**config.mk**
```make
export PLATFORM = sky130hd
export DESIGN_NAME = setpoint_button_stepper_flat
export DESIGN_NICKNAME = d
export VERILOG_FILES = /design/src/hw/rtl/sbs_pkg.sv /design/src/hw/rtl/sbs_if.sv /design/src/hw/rtl/setpoint_button_stepper.sv /design/src/flat_wrapper.sv
export SDC_FILE = /design/constraint.sdc
export NUM_CORES = 1
export LEC_CHECK = 0
export BUFFER_PORTS_ARGS = -buffer_cell sky130_fd_sc_hd__buf_2
export CAP_MARGIN = 15
export CORE_MARGIN = 4
export CORE_UTILIZATION = 39
export CTS_BUF_LIST = sky130_fd_sc_hd__clkbuf_2
export DETAILED_ROUTE_END_ITERATION = 7
export PLACE_DENSITY_LB_ADDON = 0.15
export REMOVE_ABC_BUFFERS = 1
export SYNTH_ARGS = -nofsm -noshare
export SYNTH_HDL_FRONTEND = slang
export SYNTH_SLANG_ARGS = --single-unit
```
**constraint.sdc**
```tcl
create_clock -name clk -period 11.3 [get_ports clk]
set_clock_uncertainty 0.15 [all_clocks]
set_input_delay 1.695 -clock clk [delete_from_list [all_inputs] [get_ports clk]]
set_output_delay 1.695 -clock clk [all_outputs]
set_load 0.05 [all_outputs]
```
**src/hw/rtl/sbs_pkg.sv**
```systemverilog
// ----------------------------------------------------------------------------
// sbs_pkg
// Shared widths, reset values, codes and constants of the setpoint stepper.
// ----------------------------------------------------------------------------
package sbs_pkg;

  // Field widths
  localparam int unsigned CENTI_W   = 15;
  localparam int unsigned HALF_W    = 6;
  localparam int unsigned MS_W      = 16;
  localparam int unsigned SCREEN_W  = 20;
  localparam int unsigned CFG_IDX_W = 2;
  localparam int unsigned CFG_DATA_W = 20;

  // Configuration register indexes
  localparam logic [CFG_IDX_W-1:0] CFG_HOLD_TIME       = 2'd0;
  localparam logic [CFG_IDX_W-1:0] CFG_WAIT_TIME       = 2'd1;
  localparam logic [CFG_IDX_W-1:0] CFG_MIN_SCREEN_TIME = 2'd2;
  localparam logic [CFG_IDX_W-1:0] CFG_MAX_SCREEN_TIME = 2'd3;

  // Configuration reset values
  localparam logic [MS_W-1:0]     HOLD_TIME_RST       = 16'd250;
  localparam logic [MS_W-1:0]     WAIT_TIME_RST       = 16'd250;
  localparam logic [SCREEN_W-1:0] MIN_SCREEN_TIME_RST = 20'd500;
  localparam logic [SCREEN_W-1:0] MAX_SCREEN_TIME_RST = 20'd5000;

  // Action codes
  localparam logic ACT_TICK = 1'b0;
  localparam logic ACT_SET  = 1'b1;

  // Press line bits
  localparam logic [1:0] PRESS_NONE = 2'b00;
  localparam logic [1:0] PRESS_INC  = 2'b01;
  localparam logic [1:0] PRESS_DEC  = 2'b10;

  // Level range in half degrees (15.0 to 25.0 degrees)
  localparam logic [HALF_W-1:0] HALF_LOW  = 6'd30;
  localparam logic [HALF_W-1:0] HALF_HIGH = 6'd50;

  // Idle counter saturation value
  localparam logic [SCREEN_W-1:0] IDLE_MAX = 20'hFFFFF;

  // Rounding: halves = floor((centi + 25) / 50), clamped to 30..50.
  // The low and high bounds are the biased values that map to 31 and 50.
  localparam logic signed [CENTI_W:0] ROUND_BIAS = 16'sd25;
  localparam logic signed [CENTI_W:0] ROUND_LOW  = 16'sd1550;
  localparam logic signed [CENTI_W:0] ROUND_HIGH = 16'sd2500;
  // 65536 / 50 rounded up; exact floor for biased values below 2500
  localparam int unsigned RECIP_W    = 11;
  localparam logic [RECIP_W-1:0] ROUND_RECIP = 11'd1311;
  localparam int unsigned ROUND_X_W  = 12;
  localparam int unsigned ROUND_SHIFT = 16;

endpackage

```
**src/hw/rtl/sbs_if.sv**
```systemverilog
// ----------------------------------------------------------------------------
// sbs_if
// Valid/ready channels of the setpoint stepper: input items and results.
// ----------------------------------------------------------------------------
interface sbs_item_if;
  logic                                   valid;
  logic                                   ready;
  logic                                   action;
  logic signed [sbs_pkg::CENTI_W-1:0]     target_centi;

  modport source (output valid, action, target_centi, input ready);
  modport sink   (input valid, action, target_centi, output ready);
endinterface

interface sbs_result_if;
  logic                          valid;
  logic                          ready;
  logic                          increase_press;
  logic                          decrease_press;
  logic [sbs_pkg::HALF_W-1:0]    target_half;
  logic [sbs_pkg::HALF_W-1:0]    level_half;

  modport source (output valid, increase_press, decrease_press, target_half, level_half,
                  input ready);
  modport sink   (input valid, increase_press, decrease_press, target_half, level_half,
                  output ready);
endinterface

```
**src/hw/rtl/setpoint_button_stepper.sv**
```systemverilog
// ----------------------------------------------------------------------------
// setpoint_button_stepper
// Steps an appliance setpoint through its up/down buttons in half degrees.
// ----------------------------------------------------------------------------
// Takes one word per clock while results are taken: either a one millisecond tick
// or a new target in hundredths of a degree, and returns one result word per input
// word showing both button lines, the target and the assumed level after that word.
// An accepted word is held in an input register and, once the result register is
// free, a single pass of compare and small add logic updates the stepper state and
// loads the result register, so the block sustains one word per cycle while results
// are taken. The input register keeps taking a word while a result waits; the input
// stalls only when both registers are full.
// Configuration writes take effect at once and are expected while idle.
// ----------------------------------------------------------------------------
module setpoint_button_stepper (
  input  logic                              clk,
  input  logic                              rst,
  input  logic                              cfg_we,
  input  logic [sbs_pkg::CFG_IDX_W-1:0]     cfg_index,
  input  logic [sbs_pkg::CFG_DATA_W-1:0]    cfg_data,
  sbs_item_if.sink                          item,
  sbs_result_if.source                      result
);

  // Configuration registers
  logic [sbs_pkg::MS_W-1:0]     hold_time;
  logic [sbs_pkg::MS_W-1:0]     wait_time;
  logic [sbs_pkg::SCREEN_W-1:0] min_screen_time;
  logic [sbs_pkg::SCREEN_W-1:0] max_screen_time;

  // Input register
  logic                                in_valid;
  logic                                in_action;
  logic signed [sbs_pkg::CENTI_W-1:0]  in_centi;

  // Stepper state
  logic [sbs_pkg::HALF_W-1:0]   level, level_next;
  logic [sbs_pkg::HALF_W-1:0]   target, target_next;
  logic [sbs_pkg::HALF_W-1:0]   pending, pending_next;
  logic                         pending_valid, pending_valid_next;
  logic [sbs_pkg::SCREEN_W-1:0] idle_ms, idle_ms_next;
  logic [sbs_pkg::SCREEN_W-1:0] timer_count, timer_count_next;
  logic                         timer_armed, timer_armed_next;
  logic                         timer_release, timer_release_next;
  logic [1:0]                   press, press_next;

  // Result register
  logic out_valid;

  logic advance;
  assign advance    = in_valid && (!out_valid || result.ready);
  assign item.ready = !in_valid || !out_valid || result.ready;

  // Write configuration registers
  always_ff @(posedge clk) begin
    if (rst) begin
      hold_time       <= sbs_pkg::HOLD_TIME_RST;
      wait_time       <= sbs_pkg::WAIT_TIME_RST;
      min_screen_time <= sbs_pkg::MIN_SCREEN_TIME_RST;
      max_screen_time <= sbs_pkg::MAX_SCREEN_TIME_RST;
    end else if (cfg_we) begin
      unique case (cfg_index)
        sbs_pkg::CFG_HOLD_TIME:       hold_time       <= cfg_data[sbs_pkg::MS_W-1:0];
        sbs_pkg::CFG_WAIT_TIME:       wait_time       <= cfg_data[sbs_pkg::MS_W-1:0];
        sbs_pkg::CFG_MIN_SCREEN_TIME: min_screen_time <= cfg_data[sbs_pkg::SCREEN_W-1:0];
        sbs_pkg::CFG_MAX_SCREEN_TIME: max_screen_time <= cfg_data[sbs_pkg::SCREEN_W-1:0];
        default: ;
      endcase
    end
  end

  // Hold the accepted word until it advances
  always_ff @(posedge clk) begin
    if (rst) begin
      in_valid <= 1'b0;
    end else if (item.valid && item.ready) begin
      in_valid <= 1'b1;
    end else if (advance) begin
      in_valid <= 1'b0;
    end
  end

  always_ff @(posedge clk) begin
    if (item.valid && item.ready) begin
      in_action <= item.action;
      in_centi  <= item.target_centi;
    end
  end

  // Round the requested target to half degrees and clamp to 30..50
  logic signed [sbs_pkg::CENTI_W:0]                   biased;
  logic [sbs_pkg::ROUND_X_W+sbs_pkg::RECIP_W-1:0]     round_prod;
  logic [sbs_pkg::HALF_W-1:0]                         round_half;

  assign biased     = {in_centi[sbs_pkg::CENTI_W-1], in_centi} + sbs_pkg::ROUND_BIAS;
  assign round_prod = {{sbs_pkg::RECIP_W{1'b0}}, biased[sbs_pkg::ROUND_X_W-1:0]}
                      * {{sbs_pkg::ROUND_X_W{1'b0}}, sbs_pkg::ROUND_RECIP};

  always_comb begin
    priority if (biased < sbs_pkg::ROUND_LOW) begin
      round_half = sbs_pkg::HALF_LOW;
    end else if (biased >= sbs_pkg::ROUND_HIGH) begin
      round_half = sbs_pkg::HALF_HIGH;
    end else begin
      round_half = round_prod[sbs_pkg::ROUND_SHIFT +: sbs_pkg::HALF_W];
    end
  end

  // Update the stepper state for one word
  logic set_up;
  assign set_up = round_half > level;

  always_comb begin
    level_next         = level;
    target_next        = target;
    pending_next       = pending;
    pending_valid_next = pending_valid;
    idle_ms_next       = idle_ms;
    timer_count_next   = timer_count;
    timer_armed_next   = timer_armed;
    timer_release_next = timer_release;
    press_next         = press;

    if (advance) begin
      if (in_action == sbs_pkg::ACT_TICK) begin
        // Count idle time, then run the one-shot timer
        if (idle_ms < sbs_pkg::IDLE_MAX) begin
          idle_ms_next = idle_ms + 1'b1;
        end
        if (timer_armed) begin
          if (timer_count <= sbs_pkg::SCREEN_W'(1)) begin
            timer_armed_next = 1'b0;
            timer_count_next = '0;
            if (timer_release) begin
              // Release: drop both lines, rearm a press if more steps remain
              press_next   = sbs_pkg::PRESS_NONE;
              idle_ms_next = '0;
              if (level != target || pending_valid) begin
                timer_count_next   = sbs_pkg::SCREEN_W'(wait_time);
                timer_armed_next   = 1'b1;
                timer_release_next = 1'b0;
              end
              if (pending_valid) begin
                target_next        = pending;
                pending_valid_next = 1'b0;
              end
            end else begin
              // Press: step toward the target, arm the release
              if (level > target) begin
                level_next = level - 1'b1;
                press_next = press | sbs_pkg::PRESS_DEC;
              end else if (level < target) begin
                level_next = level + 1'b1;
                press_next = press | sbs_pkg::PRESS_INC;
              end
              timer_count_next   = sbs_pkg::SCREEN_W'(hold_time);
              timer_armed_next   = 1'b1;
              timer_release_next = 1'b1;
            end
          end else begin
            timer_count_next = timer_count - 1'b1;
          end
        end
      end else if (level != target) begin
        // Still stepping: park the new target
        pending_next       = round_half;
        pending_valid_next = 1'b1;
      end else begin
        target_next = round_half;
        if (round_half != level) begin
          priority if (idle_ms > max_screen_time) begin
            // Wake press then real press: level ends where it was
            press_next         = press | (set_up ? sbs_pkg::PRESS_INC : sbs_pkg::PRESS_DEC);
            timer_count_next   = sbs_pkg::SCREEN_W'(hold_time);
            timer_armed_next   = 1'b1;
            timer_release_next = 1'b1;
          end else if (idle_ms < min_screen_time) begin
            // Display awake: press at once
            level_next         = set_up ? level + 1'b1 : level - 1'b1;
            press_next         = press | (set_up ? sbs_pkg::PRESS_INC : sbs_pkg::PRESS_DEC);
            timer_count_next   = sbs_pkg::SCREEN_W'(hold_time);
            timer_armed_next   = 1'b1;
            timer_release_next = 1'b1;
          end else begin
            // Unsure: count the wake press, wait until the display surely sleeps
            level_next         = set_up ? level - 1'b1 : level + 1'b1;
            timer_count_next   = max_screen_time - idle_ms;
            timer_armed_next   = 1'b1;
            timer_release_next = 1'b0;
          end
        end
      end
    end
  end

  // Commit the stepper state
  always_ff @(posedge clk) begin
    if (rst) begin
      level         <= sbs_pkg::HALF_LOW;
      target        <= sbs_pkg::HALF_LOW;
      pending       <= '0;
      pending_valid <= 1'b0;
      idle_ms       <= '0;
      timer_count   <= '0;
      timer_armed   <= 1'b0;
      timer_release <= 1'b0;
      press         <= sbs_pkg::PRESS_NONE;
    end else begin
      level         <= level_next;
      target        <= target_next;
      pending       <= pending_next;
      pending_valid <= pending_valid_next;
      idle_ms       <= idle_ms_next;
      timer_count   <= timer_count_next;
      timer_armed   <= timer_armed_next;
      timer_release <= timer_release_next;
      press         <= press_next;
    end
  end

  // Load the result register
  always_ff @(posedge clk) begin
    if (rst) begin
      out_valid <= 1'b0;
    end else if (advance) begin
      out_valid <= 1'b1;
    end else if (result.ready) begin
      out_valid <= 1'b0;
    end
  end

  always_ff @(posedge clk) begin
    if (advance) begin
      result.increase_press <= press_next[0];
      result.decrease_press <= press_next[1];
      result.target_half    <= target_next;
      result.level_half     <= level_next;
    end
  end

  assign result.valid = out_valid;

  // A disarmed timer always sits at zero
  a_timer_idle_zero: assert property (@(posedge clk) disable iff (rst)
    !timer_armed |-> timer_count == '0)
    else $error("timer count nonzero while disarmed");

  // Target stays inside 15..25 degrees
  a_target_range: assert property (@(posedge clk) disable iff (rst)
    target >= sbs_pkg::HALF_LOW && target <= sbs_pkg::HALF_HIGH)
    else $error("target out of range");

  // Level never strays more than one wake step outside the target range
  a_level_range: assert property (@(posedge clk) disable iff (rst)
    level >= sbs_pkg::HALF_LOW - 1'b1 && level <= sbs_pkg::HALF_HIGH + 1'b1)
    else $error("level out of range");

  // A held word that advances always yields a result next cycle
  a_advance_result: assert property (@(posedge clk) disable iff (rst)
    advance |=> out_valid)
    else $error("advanced word produced no result");

  // The result register is refilled only when the sink side is free
  a_no_overwrite: assert property (@(posedge clk) disable iff (rst)
    out_valid && !result.ready |-> !advance)
    else $error("pending result overwritten");

endmodule
```
**src/flat_wrapper.sv**
```systemverilog
// flat-port wrapper written by rule: the top's interface ports become plain ports
module setpoint_button_stepper_flat 
  (clk, rst, cfg_we, cfg_index, cfg_data, item_valid, item_action, item_target_centi, item_ready, result_valid, result_increase_press, result_decrease_press, result_target_half, result_level_half, result_ready);
  sbs_item_if item_i ();
  sbs_result_if result_i ();
  input  logic clk;
  input  logic rst;
  input  logic cfg_we;
  input  logic [sbs_pkg::CFG_IDX_W-1:0] cfg_index;
  input  logic [sbs_pkg::CFG_DATA_W-1:0] cfg_data;
  input wire logic [$bits(item_i.valid)-1:0] item_valid;
  input wire logic [$bits(item_i.action)-1:0] item_action;
  input wire logic [$bits(item_i.target_centi)-1:0] item_target_centi;
  output wire logic [$bits(item_i.ready)-1:0] item_ready;
  output wire logic [$bits(result_i.valid)-1:0] result_valid;
  output wire logic [$bits(result_i.increase_press)-1:0] result_increase_press;
  output wire logic [$bits(result_i.decrease_press)-1:0] result_decrease_press;
  output wire logic [$bits(result_i.target_half)-1:0] result_target_half;
  output wire logic [$bits(result_i.level_half)-1:0] result_level_half;
  input wire logic [$bits(result_i.ready)-1:0] result_ready;
  assign item_i.valid = item_valid;
  assign item_i.action = item_action;
  assign item_i.target_centi = item_target_centi;
  assign item_ready = item_i.ready;
  assign result_valid = result_i.valid;
  assign result_increase_press = result_i.increase_press;
  assign result_decrease_press = result_i.decrease_press;
  assign result_target_half = result_i.target_half;
  assign result_level_half = result_i.level_half;
  assign result_i.ready = result_ready;
  setpoint_button_stepper u_core (.clk(clk), .rst(rst), .cfg_we(cfg_we), .cfg_index(cfg_index), .cfg_data(cfg_data), .item(item_i), .result(result_i));
endmodule
```
==> qor.yml <==
clock_network:
  cts_setup_buffers: 0
  cts-resized-gates: 0
  cts_tree: "built"
  clk_pin_slew_ns: 0.26
  cts_root_buf: "clkbuf_2"
  clk_path_buf_depth: 2
  clkLatencyLatePin_ns: 0.81
  htree_levels: 4
  cts_made_buffers: 17
  postCtsHoldBufs: 0
  clock_sinks: 167
critical_path:
  r2r-end: "u_core.timer_count[10]$_SDFFE_PP0P_"
  cp.required_ns: 11.87
  cp-start-kind: "register"
  crit_path_end_kind: "register"
  timing_worst_setup_path_type: "register to register"
  rrSetupSlack_ns: 1.82
  crit_arrival_ns: 10.05
  r2r_start: "u_core.in_centi[0]$_DFFE_PP_"
  critPathMaxStageDelay_ns: 0.59
  reg2reg_depth: 30
  worst_path_max_delay_cell: "edfxtp_1"
  crit_fanout: 19
timing:
  min_period_over_period_pct: 83.9
  setup_viol: 0
  rsz0062_at_grt: "false"
  tightest_slew_ns: 1.07
  slew_headroom_pct: 28.4
  final_hold_viol_count: 0
  min_period_ns: 9.48
  whs_ns: 0.319
  fmax_ghz: 0.106
  drv_slew: 0
  setup_tns_ns: 0
global_routing:
  grt_max_degree: 52
  gr-total-overflow: 0
  antenna_found_initial: 1
  grt_pass1_wl_um: 59300
  grt_pass1_vias: 11000
  grt_util_all_layers_pct: 20.5
cells_and_area:
  syn2layout_area_growth_pct: 7.21
  multiInputGateArea_um2: 8300
  fin_nets: 1817
  seq_area_um2: 3640
  final_layout_size_suffix_gt1_share_pct: 7.98
  fillers: 3378
synthesis:
  ys_types: 83
  yosysWarnings: 0
  synth_area_per_cell_um2: 8.16
  synth_edf_count: 30
  synth_area_um2: 12800
  synth_top_area_share_pct: 21.5
  async_flop_share_pct: 0
  yosys.area.top_type: "dfxtp_1"
  synth_area_leaders: "dfxtp_1 21%, ha_1 15%, edfxtp_1 7.1%"
  seq_area_frac_synth_pct: 28.5
  synth_cells: 1565
  synth_top_flop_cell: "dfxtp_1"
  synth-seq-cells: 167
die:
  num_io_pins: 59
  start_util_pct: 39.4
  rows: 66
  die_area_um2: 35700
  die_height_um: 189
  core_region_area_um2: 32500
  die_x_um: 189
route:
  drtPass1Iterations: 5
  route.detailed.drc: 0
  first_iter_violations: 944
  ant_nets: 0
  viasPerCell: 5.55
  via_count: 11400
  routed_wl_um: 36400
  wl_per_cell_um: 17.8
worst_hold_path:
  hold_class: "register to register"
  hp-start: "u_core.min_screen_time[9]$_SDFFE_PP0P_"
  min_path_cells: 2
  hold_path_end: "u_core.min_screen_time[9]$_SDFFE_PP0P_"
status:
  outcome: "completed"
pwr:
  p_leak_nw: 5.68
  powerDensity_nw_per_um2: 187
  ir_drop_uv: 140
place:
  port_buffers: 58
  gp_congestion: 0.869
  dp_hpwl_um: 27600
job:
  maxCapViolations: 0
==> worst max-delay path: cells and delay by family, from the launching register on <==
kind | cells | cell delay (ns)
fa+ha+maj | 8 | 3.10
flops | 1 | 0.59
compound gates | 6 | 2.39
xor+xnor | 1 | 0.53
simple gates | 9 | 1.79
buf+inv | 6 | 0.84
==> cells in the final DEF, fill, tap and decap left out, types with 11 or more instances in the layout <==
cell type  synthesis  routed
nand2_1          228     228
ha_1             151     151
inv_1            150     150
dfxtp_1          137     137
a21oi_1          133     133
nor2_1            92      91
buf_2              3      58
xnor2_1           55      55
nand3_1           54      54
o21ai_0           51      51
nor3_1            39      39
fa_1              32      32
edfxtp_1          30      30
nand4_1           24      24
a211oi_1          21      21
xor2_1            19      19
a221oi_1          19      19
o211ai_1          18      18
clkbuf_2           0      18
buf_4              2      15
a31oi_1           14      14
and3_1            13      13
o21a_1            13      13
or3_1             12      12
nor4_1            11      11
==> synthesized netlist by cell type (4+ instances only) <==
cell and n:
a211o_1 9, a211oi_1 21, a21boi_0 4, a21o_1 10, a21oi_1 133, a221oi_1 19
a311oi_1 6, a31oi_1 14, a41oi_1 7, and2_1 8, and3_1 13, and4_1 8
clkbuf_1 58, dfxtp_1 137, edfxtp_1 30, fa_1 32, ha_1 151, inv_1 150
mux2i_1 5, nand2_1 228, nand2b_1 8, nand3_1 54, nand3b_1 4, nand4_1 24
nor2_1 92, nor2b_1 7, nor3_1 39, nor3b_1 5, nor4_1 11, nor4b_1 4
o211ai_1 18, o21a_1 13, o21ai_0 51, o221ai_1 6, o22ai_1 10, o31ai_1 7
o32ai_1 6, or2_2 5, or3_1 12, or4_1 7, xnor2_1 55, xor2_1 19
==> metrics by stage <==
stage	setup slack [ns]	utilization [%]	power, mW	cell area (µm²)	instances
after floorplan	3.07	-	1.86	12500	1499
after global placement	2.23	41.5	2.23	13500	2014
after detailed placement	1.96	41.5	2.24	13500	2014
after CTS	1.85	42.2	2.58	13700	2046
after global routing	1.03	42.2	2.83	13700	2047
final	1.82	42.2	2.56	13700	2047
==> where the power goes <==
| part | total (mW) | switching, mW | internal (mW) |
|---|---|---|---|
| logic | 1.55 | 0.933 | 0.619 |
| clock network | 0.321 | 0.238 | 0.0836 |
| registers | 0.689 | 0.0406 | 0.649 |
==> flip-flops by register name, summed over array words and instances (netlist names), 2 cells and up <==
signal and flops:
u_core.press 2, u_core.max_screen_time 20, u_core.level 6, u_core.pending 6
u_core.timer_count 20, u_core.idle_ms 20, u_core.in_centi 15, u_core.wait_time 16
u_core.result.target_half 6, u_core.hold_time 16, u_core.result.level_half 6, u_core.min_screen_time 20
u_core.target 6
==> kinds of logic (layout without fill, tap and decap cells) <==
logic type	Yosys count	after routing	share of synthesized area, %
AND/OR/NAND/NOR	539	539	19.9
AO/OA/AOI/OAI	371	371	19.1
buffers and inverters	219	258	6.53
adder cells (fa/ha/maj)	184	184	19.9
flip-flops	167	167	28.5
XOR/XNOR	76	76	5.33
multiplexers	9	9	0.744
other	0	1	0
==> area by class of cell <==
| cell class | instances | share of cell area (%) |
|---|---|---|
| multi-input combinational | 1179 | 60.6 |
| tap | 442 | 4.04 |
| clock inverter | 14 | 0.904 |
| sequential | 167 | 26.6 |
| clock buffer | 18 | 0.658 |
| timing repair buffer | 73 | 2.94 |
| antenna | 1 | 0.0183 |
| inverter | 153 | 4.20 |
==> how the worst max path moves through the flow <==
stage,start,end,cells after the start
3_5_place_dp,u_core.in_centi[0]$_DFFE_PP_,u_core.timer_count[10]$_SDFFE_PP0P_,32
4_1_cts,u_core.in_centi[0]$_DFFE_PP_,u_core.timer_count[10]$_SDFFE_PP0P_,32
6_report,u_core.in_centi[0]$_DFFE_PP_,u_core.timer_count[10]$_SDFFE_PP0P_,30
3_3_place_gp,u_core.in_centi[0]$_DFFE_PP_,u_core.timer_count[10]$_SDFFE_PP0P_,30
5_1_grt,u_core.in_centi[0]$_DFFE_PP_,u_core.timer_count[10]$_SDFFE_PP0P_,32
2_1_floorplan,u_core.in_centi[0]$_DFFE_PP_,u_core.timer_count[10]$_SDFFE_PP0P_,29
==> routing by layer <==
metal / part of all wire [%] / wire length (µm) / global-route usage (%)
met5: 0 / 0 / 0
met3: 4.0 / 1470 / 2.54
met4: 1.6 / 597 / 4.79
met1: 45 / 16400 / 26.8
met2: 49 / 17900 / 36.3
Power figures use the tool's default switching activity.
